[src/sv/lmbs_pkg.sv]
// Shared types, constants and helpers of the LED matrix bit-plane scanner.
package lmbs_pkg;

   localparam int PLANES = 3;
   localparam int ROWS = 7;
   localparam int STORE_ROWS = PLANES * ROWS;
   localparam int ADDR_W = $clog2(STORE_ROWS);

   localparam int PLANE_W = 2;
   localparam int ROW_W = 3;
   localparam int BYTE_W = 8;
   localparam int TICKS_W = 9;
   localparam int COUNT_W = 8;
   localparam int CSR_INDEX_W = 2;

   localparam logic [COUNT_W-1:0] COUNTER_RESET = 8'd235;
   localparam logic [TICKS_W-1:0] PLANE0_TICKS_RESET = 9'd2;
   localparam logic [TICKS_W-1:0] PLANE1_TICKS_RESET = 9'd8;
   localparam logic [TICKS_W-1:0] PLANE2_TICKS_RESET = 9'd20;

   localparam logic CMD_TICK = 1'b0;
   localparam logic CMD_WRITE = 1'b1;

   localparam logic BYTE_LOW = 1'b0;
   localparam logic BYTE_HIGH = 1'b1;

   localparam logic [CSR_INDEX_W-1:0] CSR_PLANE0_TICKS = 2'd0;
   localparam logic [CSR_INDEX_W-1:0] CSR_PLANE1_TICKS = 2'd1;
   localparam logic [CSR_INDEX_W-1:0] CSR_PLANE2_TICKS = 2'd2;

   typedef struct packed {
      logic                command;
      logic [PLANE_W-1:0]  plane_index;
      logic [ROW_W-1:0]    row_index;
      logic                byte_index;
      logic [BYTE_W-1:0]   write_data;
   } req_payload_type;

   typedef struct packed {
      logic [7:0]          row_select;
      logic [15:0]         column_word;
      logic [PLANE_W-1:0]  shown_plane;
      logic [ROW_W-1:0]    shown_row;
   } rsp_payload_type;

   typedef struct packed {
      logic                hit;
      logic [PLANE_W-1:0]  plane;
      logic [ROW_W-1:0]    row;
   } scan_type;

   typedef struct packed {
      logic                en;
      logic [PLANE_W-1:0]  plane;
      logic [ROW_W-1:0]    row;
      logic                byte_sel;
      logic [BYTE_W-1:0]   data;
   } store_write_type;

   function automatic logic [COUNT_W-1:0] reload_value(input logic [TICKS_W-1:0] ticks);
      logic [COUNT_W:0] diff;
      diff = 9'h100 - {1'b0, ticks[COUNT_W-1:0]};
      return diff[COUNT_W-1:0];
   endfunction

   function automatic logic [ADDR_W-1:0] store_addr(input logic [PLANE_W-1:0] plane,
                                                    input logic [ROW_W-1:0] row);
      return ADDR_W'(plane) * ADDR_W'(ROWS) + ADDR_W'(row);
   endfunction

   function automatic logic [7:0] row_mask(input logic [ROW_W-1:0] row);
      logic [8:0] wide;
      wide = 9'd1 << (4'(row) + 4'd1);
      return wide[7:0];
   endfunction

endpackage

[src/sv/led_matrix_bitplane_scanner_core.sv]
// LED matrix bit-plane scanner: top level with read stage and result register.
//
// Requests arrive on req_valid/req_stall with req_payload. A request with
// command tick advances the 8-bit tick counter; when the counter overflows it
// is reloaded from the current plane's tick register and one result carries
// the row mask, the row's 16-bit column word, plane and row. A request with
// command write loads one column byte of the frame store and gives no result.
// csr_valid/csr_ready write the three plane tick registers; csr_ready is
// always high and indexes beyond the list are dropped.
// A request is taken in every cycle in which req_stall is low. A tick request's
// result passes the frame store's registered read, then the result register,
// before it shows on rsp_valid. req_stall rises only while a read result sits
// in the read stage and the result register is held by rsp_stall, so up to two
// results queue behind a stalled receiver before requests stall.
// Synchronous reset clears the frame store's valid bits (it reads as zero),
// restores the tick registers, loads the tick counter with 235 and starts at
// plane 0, row 0; the first result comes after 21 ticks.
module led_matrix_bitplane_scanner_core (
   input  logic                             clock,
   input  logic                             reset,
   input  logic                             req_valid,
   output logic                             req_stall,
   input  lmbs_pkg::req_payload_type        req_payload,
   output logic                             rsp_valid,
   input  logic                             rsp_stall,
   output lmbs_pkg::rsp_payload_type        rsp_payload,
   input  logic                             csr_valid,
   output logic                             csr_ready,
   input  logic [lmbs_pkg::CSR_INDEX_W-1:0] csr_index,
   input  logic [lmbs_pkg::TICKS_W-1:0]     csr_data
);
   import lmbs_pkg::*;

   logic               accept;
   logic               tick;
   scan_type           scan;
   store_write_type    store_wr;
   logic [15:0]        column_word;
   logic               s1_valid_ff;
   logic               s1_valid_in;
   logic [PLANE_W-1:0] s1_plane_ff;
   logic [ROW_W-1:0]   s1_row_ff;
   logic               s1_move;
   logic               out_load;
   logic               out_valid_ff;
   logic               out_valid_in;
   rsp_payload_type    out_ff;

   assign s1_move   = !out_valid_ff || !rsp_stall;
   assign req_stall = s1_valid_ff && !s1_move;
   assign accept    = req_valid && !req_stall;
   assign tick      = accept && (req_payload.command == CMD_TICK);
   assign csr_ready = 1'b1;

   assign store_wr.en       = accept && (req_payload.command == CMD_WRITE);
   assign store_wr.plane    = req_payload.plane_index;
   assign store_wr.row      = req_payload.row_index;
   assign store_wr.byte_sel = req_payload.byte_index;
   assign store_wr.data     = req_payload.write_data;

   lmbs_timing u_timing (
      .clock     (clock),
      .reset     (reset),
      .csr_valid (csr_valid && csr_ready),
      .csr_index (csr_index),
      .csr_data  (csr_data),
      .tick      (tick),
      .scan      (scan)
   );

   lmbs_frame_store u_frame_store (
      .clock       (clock),
      .reset       (reset),
      .wr          (store_wr),
      .rd          (scan),
      .column_word (column_word)
   );

   assign out_load     = s1_valid_ff && s1_move;
   assign s1_valid_in  = scan.hit || (s1_valid_ff && !s1_move);
   assign out_valid_in = out_load || (out_valid_ff && rsp_stall);

   always_ff @(posedge clock) begin
      if (reset) begin
         s1_valid_ff  <= 1'b0;
         out_valid_ff <= 1'b0;
      end else begin
         s1_valid_ff  <= s1_valid_in;
         out_valid_ff <= out_valid_in;
      end
   end

   always_ff @(posedge clock) begin
      if (scan.hit) begin
         s1_plane_ff <= scan.plane;
         s1_row_ff   <= scan.row;
      end
      if (out_load) begin
         out_ff.row_select  <= row_mask(s1_row_ff);
         out_ff.column_word <= column_word;
         out_ff.shown_plane <= s1_plane_ff;
         out_ff.shown_row   <= s1_row_ff;
      end
   end

   assign rsp_valid   = out_valid_ff;
   assign rsp_payload = out_ff;

endmodule

[src/sv/lmbs_ram.sv]
// Generic single-write, single-read RAM with registered read data.
module lmbs_ram #(
   parameter int WIDTH = 8,
   parameter int DEPTH = 16
) (
   input  logic                     clock,
   input  logic                     wr_en,
   input  logic [$clog2(DEPTH)-1:0] wr_addr,
   input  logic [WIDTH-1:0]         wr_data,
   input  logic                     rd_en,
   input  logic [$clog2(DEPTH)-1:0] rd_addr,
   output logic [WIDTH-1:0]         rd_data
);

   logic [WIDTH-1:0] mem_ff [DEPTH];
   logic [WIDTH-1:0] rd_data_ff;

   always_ff @(posedge clock) begin
      if (wr_en) begin
         mem_ff[wr_addr] <= wr_data;
      end
      if (rd_en) begin
         rd_data_ff <= mem_ff[rd_addr];
      end
   end

   assign rd_data = rd_data_ff;

endmodule

[src/sv/lmbs_frame_store.sv]
// Frame store: low and high column byte RAMs with per-entry valid bits.
module lmbs_frame_store (
   input  logic                      clock,
   input  logic                      reset,
   input  lmbs_pkg::store_write_type wr,
   input  lmbs_pkg::scan_type        rd,
   output logic [15:0]               column_word
);
   import lmbs_pkg::*;

   logic                  wr_ok;
   logic [ADDR_W-1:0]     wr_addr;
   logic [ADDR_W-1:0]     rd_addr;
   logic                  lo_wr_en;
   logic                  hi_wr_en;
   logic [BYTE_W-1:0]     lo_q;
   logic [BYTE_W-1:0]     hi_q;
   logic [STORE_ROWS-1:0] lo_valid_ff;
   logic [STORE_ROWS-1:0] lo_valid_in;
   logic [STORE_ROWS-1:0] hi_valid_ff;
   logic [STORE_ROWS-1:0] hi_valid_in;
   logic                  lo_ok_ff;
   logic                  lo_ok_in;
   logic                  hi_ok_ff;
   logic                  hi_ok_in;

   assign wr_ok = wr.en && (wr.plane < PLANE_W'(PLANES)) && (wr.row < ROW_W'(ROWS));
   assign wr_addr = store_addr(wr.plane, wr.row);
   assign rd_addr = store_addr(rd.plane, rd.row);
   assign lo_wr_en = wr_ok && (wr.byte_sel == BYTE_LOW);
   assign hi_wr_en = wr_ok && (wr.byte_sel == BYTE_HIGH);

   lmbs_ram #(.WIDTH(BYTE_W), .DEPTH(STORE_ROWS)) u_lo_ram (
      .clock   (clock),
      .wr_en   (lo_wr_en),
      .wr_addr (wr_addr),
      .wr_data (wr.data),
      .rd_en   (rd.hit),
      .rd_addr (rd_addr),
      .rd_data (lo_q)
   );

   lmbs_ram #(.WIDTH(BYTE_W), .DEPTH(STORE_ROWS)) u_hi_ram (
      .clock   (clock),
      .wr_en   (hi_wr_en),
      .wr_addr (wr_addr),
      .wr_data (wr.data),
      .rd_en   (rd.hit),
      .rd_addr (rd_addr),
      .rd_data (hi_q)
   );

   always_comb begin
      lo_valid_in = lo_valid_ff;
      hi_valid_in = hi_valid_ff;
      if (lo_wr_en) begin
         lo_valid_in[wr_addr] = 1'b1;
      end
      if (hi_wr_en) begin
         hi_valid_in[wr_addr] = 1'b1;
      end
   end

   assign lo_ok_in = rd.hit ? lo_valid_ff[rd_addr] : lo_ok_ff;
   assign hi_ok_in = rd.hit ? hi_valid_ff[rd_addr] : hi_ok_ff;

   always_ff @(posedge clock) begin
      if (reset) begin
         lo_valid_ff <= '0;
         hi_valid_ff <= '0;
         lo_ok_ff    <= 1'b0;
         hi_ok_ff    <= 1'b0;
      end else begin
         lo_valid_ff <= lo_valid_in;
         hi_valid_ff <= hi_valid_in;
         lo_ok_ff    <= lo_ok_in;
         hi_ok_ff    <= hi_ok_in;
      end
   end

   assign column_word = {hi_ok_ff ? hi_q : '0, lo_ok_ff ? lo_q : '0};

endmodule

[src/sv/lmbs_timing.sv]
// Tick registers, tick counter and row/plane scan counters.
module lmbs_timing (
   input  logic                               clock,
   input  logic                               reset,
   input  logic                               csr_valid,
   input  logic [lmbs_pkg::CSR_INDEX_W-1:0]   csr_index,
   input  logic [lmbs_pkg::TICKS_W-1:0]       csr_data,
   input  logic                               tick,
   output lmbs_pkg::scan_type                 scan
);
   import lmbs_pkg::*;

   logic [TICKS_W-1:0] ticks0_ff;
   logic [TICKS_W-1:0] ticks0_in;
   logic [TICKS_W-1:0] ticks1_ff;
   logic [TICKS_W-1:0] ticks1_in;
   logic [TICKS_W-1:0] ticks2_ff;
   logic [TICKS_W-1:0] ticks2_in;
   logic [COUNT_W-1:0] count_ff;
   logic [COUNT_W-1:0] count_in;
   logic [COUNT_W-1:0] count_inc;
   logic [PLANE_W-1:0] plane_ff;
   logic [PLANE_W-1:0] plane_in;
   logic [ROW_W-1:0]   row_ff;
   logic [ROW_W-1:0]   row_in;
   logic [TICKS_W-1:0] cur_ticks;
   logic               overflow;

   always_comb begin
      ticks0_in = ticks0_ff;
      ticks1_in = ticks1_ff;
      ticks2_in = ticks2_ff;
      if (csr_valid) begin
         unique case (csr_index)
            CSR_PLANE0_TICKS: ticks0_in = csr_data;
            CSR_PLANE1_TICKS: ticks1_in = csr_data;
            CSR_PLANE2_TICKS: ticks2_in = csr_data;
            default: ;
         endcase
      end
   end

   always_comb begin
      unique case (plane_ff)
         2'd0:    cur_ticks = ticks0_ff;
         2'd1:    cur_ticks = ticks1_ff;
         default: cur_ticks = ticks2_ff;
      endcase
   end

   assign count_inc = count_ff + 1'b1;
   assign overflow = tick && (count_inc == '0);

   always_comb begin
      count_in = count_ff;
      plane_in = plane_ff;
      row_in   = row_ff;
      if (overflow) begin
         count_in = reload_value(cur_ticks);
         if (row_ff == ROW_W'(ROWS - 1)) begin
            row_in   = '0;
            plane_in = (plane_ff == PLANE_W'(PLANES - 1)) ? '0 : plane_ff + 1'b1;
         end else begin
            row_in = row_ff + 1'b1;
         end
      end else if (tick) begin
         count_in = count_inc;
      end
   end

   always_ff @(posedge clock) begin
      if (reset) begin
         ticks0_ff <= PLANE0_TICKS_RESET;
         ticks1_ff <= PLANE1_TICKS_RESET;
         ticks2_ff <= PLANE2_TICKS_RESET;
         count_ff  <= COUNTER_RESET;
         plane_ff  <= '0;
         row_ff    <= '0;
      end else begin
         ticks0_ff <= ticks0_in;
         ticks1_ff <= ticks1_in;
         ticks2_ff <= ticks2_in;
         count_ff  <= count_in;
         plane_ff  <= plane_in;
         row_ff    <= row_in;
      end
   end

   assign scan.hit   = overflow;
   assign scan.plane = plane_ff;
   assign scan.row   = row_ff;

endmodule

[config.mk]
export PLATFORM = sky130hd
export DESIGN_NAME = led_matrix_bitplane_scanner_core
export DESIGN_NICKNAME = d
export VERILOG_FILES = /design/src/sv/lmbs_pkg.sv /design/src/sv/led_matrix_bitplane_scanner_core.sv /design/src/sv/lmbs_ram.sv /design/src/sv/lmbs_frame_store.sv /design/src/sv/lmbs_timing.sv
export SDC_FILE = /design/constraint.sdc
export NUM_CORES = 1
export LEC_CHECK = 0
export BUFFER_PORTS_ARGS = -buffer_cell sky130_fd_sc_hd__buf_2
export CORE_MARGIN = 4
export CORE_UTILIZATION = 56
export DETAILED_ROUTE_END_ITERATION = 10
export PLACE_DENSITY = 0.76
export SYNTH_ARGS = -nofsm -noshare
export SYNTH_HDL_FRONTEND = slang
export SYNTH_SLANG_ARGS = --single-unit
[constraint.sdc]
create_clock -name clock -period 3.2 [get_ports clock]
set_input_delay 0.32 -clock clock [delete_from_list [all_inputs] [get_ports clock]]
set_output_delay 0.32 -clock clock [all_outputs]
set_load 0.1 [all_outputs]
Yosys cells after proc, flatten, opt, wreduce, memory -nomap -nowiden

Memory sizes are Yosys's and may differ from the RTL's. A register that Yosys moved wholly into a read port is not among the register bits.
Cells that the tools add are included.

Flip-flop bits (word level): 117
RAM bits: 336
Input bits: 31
Output and inout port bits: 32
Word-level logic and storage cells: 87
Memories: 2

Memories:

| name                          | words | bits a word | read ports | clocked after memory_dff | write ports | line           | source |
|---|---|---|---|---|---|---|---|
| u_frame_store.u_hi_ram.mem_ff | 21    | 8           | 1          | 1                        | 1           | lmbs_ram.sv:15 | `logic [WIDTH-1:0] mem_ff [DEPTH];` |
| u_frame_store.u_lo_ram.mem_ff | 21    | 8           | 1          | 1                        | 1           | lmbs_ram.sv:15 |  |

Add/sub/neg operators: 7
Multiply operators: 2
$lt $le $gt $ge: 5
Eq/ne operators: 5
Shift-type cells: 1
Mux-type cells: 15
Bitwise logic cells: 4
Reductions and logical operators: 27

Operators by type and width:

| operator              | count |
|---|---|
| $or A21 B21 Y21       | 2 |
| $mux W8               | 2 |
| $pmux W8 S2           | 1 |
| $logic_and A1 B1 Y1   | 12 |
| $lt A5 B6 Y1 const B  | 2 |
| $add A5 B3 Y5         | 2 |
| $bmux W1 S5           | 2 |
| $mul A2 B3 Y5 const B | 2 |
| $add A8 B1 Y8 const B | 1 |
| $logic_not A8 Y1      | 1 |
| $reduce_and A2 Y1     | 4 |
| $shl A1 B4 Y8 const A | 1 |
| $sub A1 B8 Y8 const A | 1 |
| $mux W1               | 7 |
| $demux W1 S5          | 1 |
| $ge A5 B1 Y1 const B  | 1 |
| $add A3 B1 Y4 const B | 1 |
| $eq A2 B1 Y1 const B  | 2 |
| $eq A2 B2 Y1 const B  | 2 |
| $logic_not A1 Y1      | 4 |
| $logic_not A2 Y1      | 2 |
| $add A3 B1 Y3 const B | 1 |
| $eq A3 B3 Y1 const B  | 1 |
| $logic_or A1 B1 Y1    | 3 |
| 7 further kinds       | 8 |

Depth between registers and ports, before layout

Word-level depth: 12
Depth in mapped cells: 10
Depth with buffers taken out: 9

Hierarchy

From an unflattened synthesis, not the netlist that was laid out.

Cells, all modules: 1,262
Area, all modules: 19,257.2 µm²

By module, submodules not included:

| module                           | instances | cells an instance | area an instance (µm²) | seq. area each (µm²) |
|---|---|---|---|---|
| lmbs_ram                         | 2         | 372               | 6,926.6                | 5,285.1 |
| lmbs_frame_store                 | 1         | 246               | 2,254.7                | 880.8 |
| lmbs_timing                      | 1         | 216               | 1,963.1                | 740.7 |
| led_matrix_bitplane_scanner_core | 1         | 56                | 1,186.1                | 1,061.0 |

Worst setup path before layout

Ideal clock, no wire load.

Path kind: register to register
From: register out_valid_ff, in the netlist rsp_valid
To: register u_timing.count_ff[0]
Setup time: 0.119 ns
Arrival: 3.670 ns
Required time: 3.081 ns
Path slack: -0.589 ns
Cell stages (with the launch flop): 8
Path buffers: 0
Clock period less this slack: 3.789 ns
Cells stage by stage: dfxtp_1 nand3_2 inv_2 nor3b_4 nand3_2 nor3_1 mux2i_1 o21bai_1

RTL lines:

| item                   | line                                   | source |
|---|---|---|
| from (decl)            | led_matrix_bitplane_scanner_core.sv:45 | `logic out_valid_ff;` |
| from (signal assigned) | led_matrix_bitplane_scanner_core.sv:89 | `out_valid_ff <= out_valid_in;` |
| to (signal assigned)   | lmbs_timing.sv:83                      | `count_ff <= count_in;` |
| to (decl)              | lmbs_timing.sv:19                      | `logic [COUNT_W-1:0] count_ff;` |

Final worst setup path

From: register u_timing.row_ff[1]
To: register u_frame_store.u_lo_ram.rd_data_ff[6], in the netlist u_frame_store.u_lo_ram.rd_data[6] (read register of u_frame_store.u_lo_ram.mem_ff) (data pin)

Longest elaborated chain between the ends: 1

RTL lines:

| item                   | line              | source |
|---|---|---|
| from (decl)            | lmbs_timing.sv:24 | `logic [ROW_W-1:0] row_ff;` |
| from (signal assigned) | lmbs_timing.sv:85 | `row_ff <= row_in;` |
| $add A5 B3 Y5          | lmbs_pkg.sv:68    | `return ADDR_W'(plane) * ADDR_W'(ROWS) + ADDR_W'(row);` |
| to (decl)              | lmbs_ram.sv:16    | `logic [WIDTH-1:0] rd_data_ff;` |

No other way between the ends.
A chain may end at the register's enable or synchronous reset.

==> flow_summary.ini <==
[outcome]
status = finished, final reports clean

[synth]
async_flop_share_pct = 0
syn_area_per_cell_um2 = 17.09
yosysSeqAreaShare_pct = 70.61
synthXorXnorAreaFrac_pct = 0.4666
synth_top_family_by_area = multiplexers
synth_edf_count = 386
synthAdderAreaFrac_pct = 1.707
yosysTopAreaCellShare_pct = 61.76
synthMuxAreaShare_pct = 14.85
synth_compound_area_share_pct = 3.886
yosys.area_share.simple_pct = 6.673
ys_warn_count = 0
synth_cell_types = 55
synth_area_leader_cell = edfxtp_1
synth_seq_cells = 469
synthesis.area_mm2 = 0.01877
netlist_instances = 1098
synth_fp_nets = 1151
synth_ff_type = edfxtp_1
synth_area_leaders = edfxtp_1 62%, mux4_2 13%, dfxtp_1 8.9%

[detailed_routing]
wire_per_inst_um = 23.50
viasPerCell = 5.998
drc = 0
ant_nets = 0
wirelength_um = 39940
first_pass_iters = 6
dr_total_vias = 10196
dr.first_iter.drc_count = 1072

[floorplan]
rows = 66
fp.dieH_um = 191.1
dieArea_mm2 = 0.03651
pin_count = 63
core_area_mm2 = 0.03278
die_x_um = 191.1
start_util_pct = 57.25

[power]
clock_power_share_pct = 42.6
combPwrFrac_pct = 3.7
pwr-share-seq_pct = 53.7
power_density_mw_per_mm2 = 574.7
p_leak_nw = 7.330
power.share.switching_pct = 20.38
p_switching_mw = 2.529
p_int_mw = 9.881
ir_drop_uv = 565.2

[sta]
worstMarginPinSlew_ns = 1.130
maxSlewViolCount = 0
relSlewSlack_pct = 24.65
rsz0062_at_grt = no
finalHoldViolCount = 0
fin_crit_sh_pct = 95.70
hold_slack_ns = 0.03518
finalCriticalPeriod_ns = 3.063
fmax_mhz = 326.5
finalSetupViolCount = 0
fin_skew_ns = 0.01266

[hold_path]
hold_path.class = in -> reg

[global_routing]
grt_max_degree = 62
grt_pass1_vias = 10216
grt_pass1_wl_um = 61350
grt_overflow = 0
gr-usage-all-layers_pct = 22.34
antenna_found_initial = 0

[setup_path]
critPathCaptureType = flip-flop
critical_path_class = reg -> reg
worstPathRequired_ns = 3.45
crit_arrival_ns = 3.32
cp-start-kind = flip-flop
worst-path-max-fanout = 19
rrSetupSlack_ns = 0.14

[clocking]
cts_tree = yes
cts_buffers = 46
cts_sinks = 469
post-cts-setup-buffers = 0
cts_buffer_depth = 3
path_clk_slew_ns = 0.07
worst_skew_pair.late_latency_ns = 0.55
root_buffer = clkbuf_16
htree_levels = 2

[flow_run]
cap_viol_max_count = 0

[finish]
area_growth_pct = 15.05
nets = 1278
drive_gt1_share_pct = 26.47
diodes = 0
fin_util_pct = 65.87

[place]
hpwl_um = 24900
port_buffers = 60
place_congestion = 0.8141
[registers in the layout, indices dropped and copies added, names as in the netlist]
name,count
rsp_payload,29
rsp_valid,1
s1_plane_ff,2
s1_row_ff,3
s1_valid_ff,1
u_frame_store.hi_ok_ff,1
u_frame_store.hi_valid_ff,21
u_frame_store.lo_ok_ff,1
u_frame_store.lo_valid_ff,21
u_frame_store.u_hi_ram.mem_ff,168
u_frame_store.u_hi_ram.rd_data,8
u_frame_store.u_lo_ram.mem_ff,168
u_frame_store.u_lo_ram.rd_data,8
u_timing.count_ff,8
u_timing.plane_ff,2
u_timing.row_ff,3
u_timing.ticks0_ff,8
u_timing.ticks1_ff,8
u_timing.ticks2_ff,8
[critical path, stage by stage (launching register included)]
cell and delay (ns):
dfxtp_1 0.33, fa_1 0.53, ha_4 0.54, buf_12 0.22, mux4_2 0.35, mux4_2 0.53
nand2_1 0.10, o21ai_0 0.15
[per-layer routing]
metal | vias to the layer above | share of wire, % | GRT usage, %
met5 | - | 0 | 0
met4 | 0 | 2.6 | 6.133
met3 | 79 | 7.4 | 4.675
met2 | 413 | 49 | 36.30
met1 | 5186 | 41 | 31.34
li1 | 4518 | - | -
[power by group through the flow]
stage	Clock [mW]	Sequential, mW	Combinational [mW]
after floorplan	0	6.78	0.241
after global placement	0	6.79	0.436
after detailed placement	0	6.79	0.449
after CTS	5.37	6.66	0.453
after global routing	5.65	6.66	0.499
final	5.29	6.66	0.454
[stage by stage]
stage          TNS [ns]  area [um2]  std cells  setup slack [ns]  power [mW]
2_1_floorplan         0       18770       1098           0.06673       7.023
3_3_place_gp    -0.2251       20070       1617          -0.02145       7.225
3_5_place_dp     -4.235       20070       1617          -0.07063       7.241
4_1_cts               0       21560       1699          0.001722       12.48
5_1_grt               0       21590       1700           0.02327       12.81
6_report              0       21590       1700            0.1374       12.41
[layout make-up]
cell class                      count  area [um2]
Sequential cell                   469       13260
Fill cell                        2168       11190
Clock inverter                     24       219.0
Clock buffer                       57        1256
Timing Repair Buffer              137        1011
Tap cell                          442       553.0
Multi-Input combinational cell    559        5255
Inverter                           12       45.04
[cells by family (layout without fill, tap and decap cells)]
kind of cell / Yosys count / in the layout
compound gates: 118 / 118
xor+xnor: 10 / 10
fa+ha+maj: 22 / 22
buf+inv: 70 / 230
flops: 469 / 469
mux: 146 / 146
other cells: 2 / 2
simple gates: 261 / 261
[cells in the final DEF, fill, tap and decap left out, types with 5 or more instances in the layout]
master     synthesis  final
clkbuf_1          30      8
and3_1             5      5
a31oi_1           11     11
and2_1            24     24
clkinv_1           0      6
a21oi_1           52     51
nand3_1           13     13
nor2b_1            7      7
fa_1               6      5
o21ai_1            7      8
dfxtp_1           83     81
buf_12             0      9
nand2b_1           5      5
or3_1              5      5
inv_1             11     11
o21ai_0           15     14
edfxtp_1         386    386
buf_4              9     66
clkbuf_16          0     50
nor3_1            18     16
nand2_1           35     35
mux4_2           106    106
clkinv_2           0     12
mux2i_1           40     40
a211oi_1           5      5
buf_2              9     60
xor2_1             6      5
nor2_1           123    123
ha_1              16     14
a22o_1             8      8
[synthesized netlist by cell type (8+ instances only)]
| library cell | number |
|---|---|
| a21oi_1 | 52 |
| a22o_1 | 8 |
| a31oi_1 | 11 |
| and2_1 | 24 |
| buf_2 | 9 |
| buf_4 | 9 |
| clkbuf_1 | 30 |
| dfxtp_1 | 83 |
| edfxtp_1 | 386 |
| ha_1 | 16 |
| inv_1 | 11 |
| mux2i_1 | 40 |
| mux4_2 | 106 |
| nand2_1 | 35 |
| nand3_1 | 13 |
| nor2_1 | 123 |
| nor3_1 | 18 |
| o21ai_0 | 15 |
[path summary, 6_finish.rpt]
kind / from / end / cells past startpoint
max reg2reg: u_timing.row_ff[1] / u_frame_store.u_lo_ram.rd_data[6] / 7
min: csr_data[4] / u_timing.ticks1_ff[4] / 3
min reg2reg: s1_plane_ff[1] / rsp_payload[4] / 0
max: u_timing.row_ff[1] / u_frame_store.u_lo_ram.rd_data[6] / 7
[timing repair]
action,4_1_cts,5_1_grt
gates resized for setup,0,5
hold endpoints to repair,1,0
setup endpoints to repair,0,13
hold buffers,1,0
No activity file was read; power rests on OpenSTA's default activity.
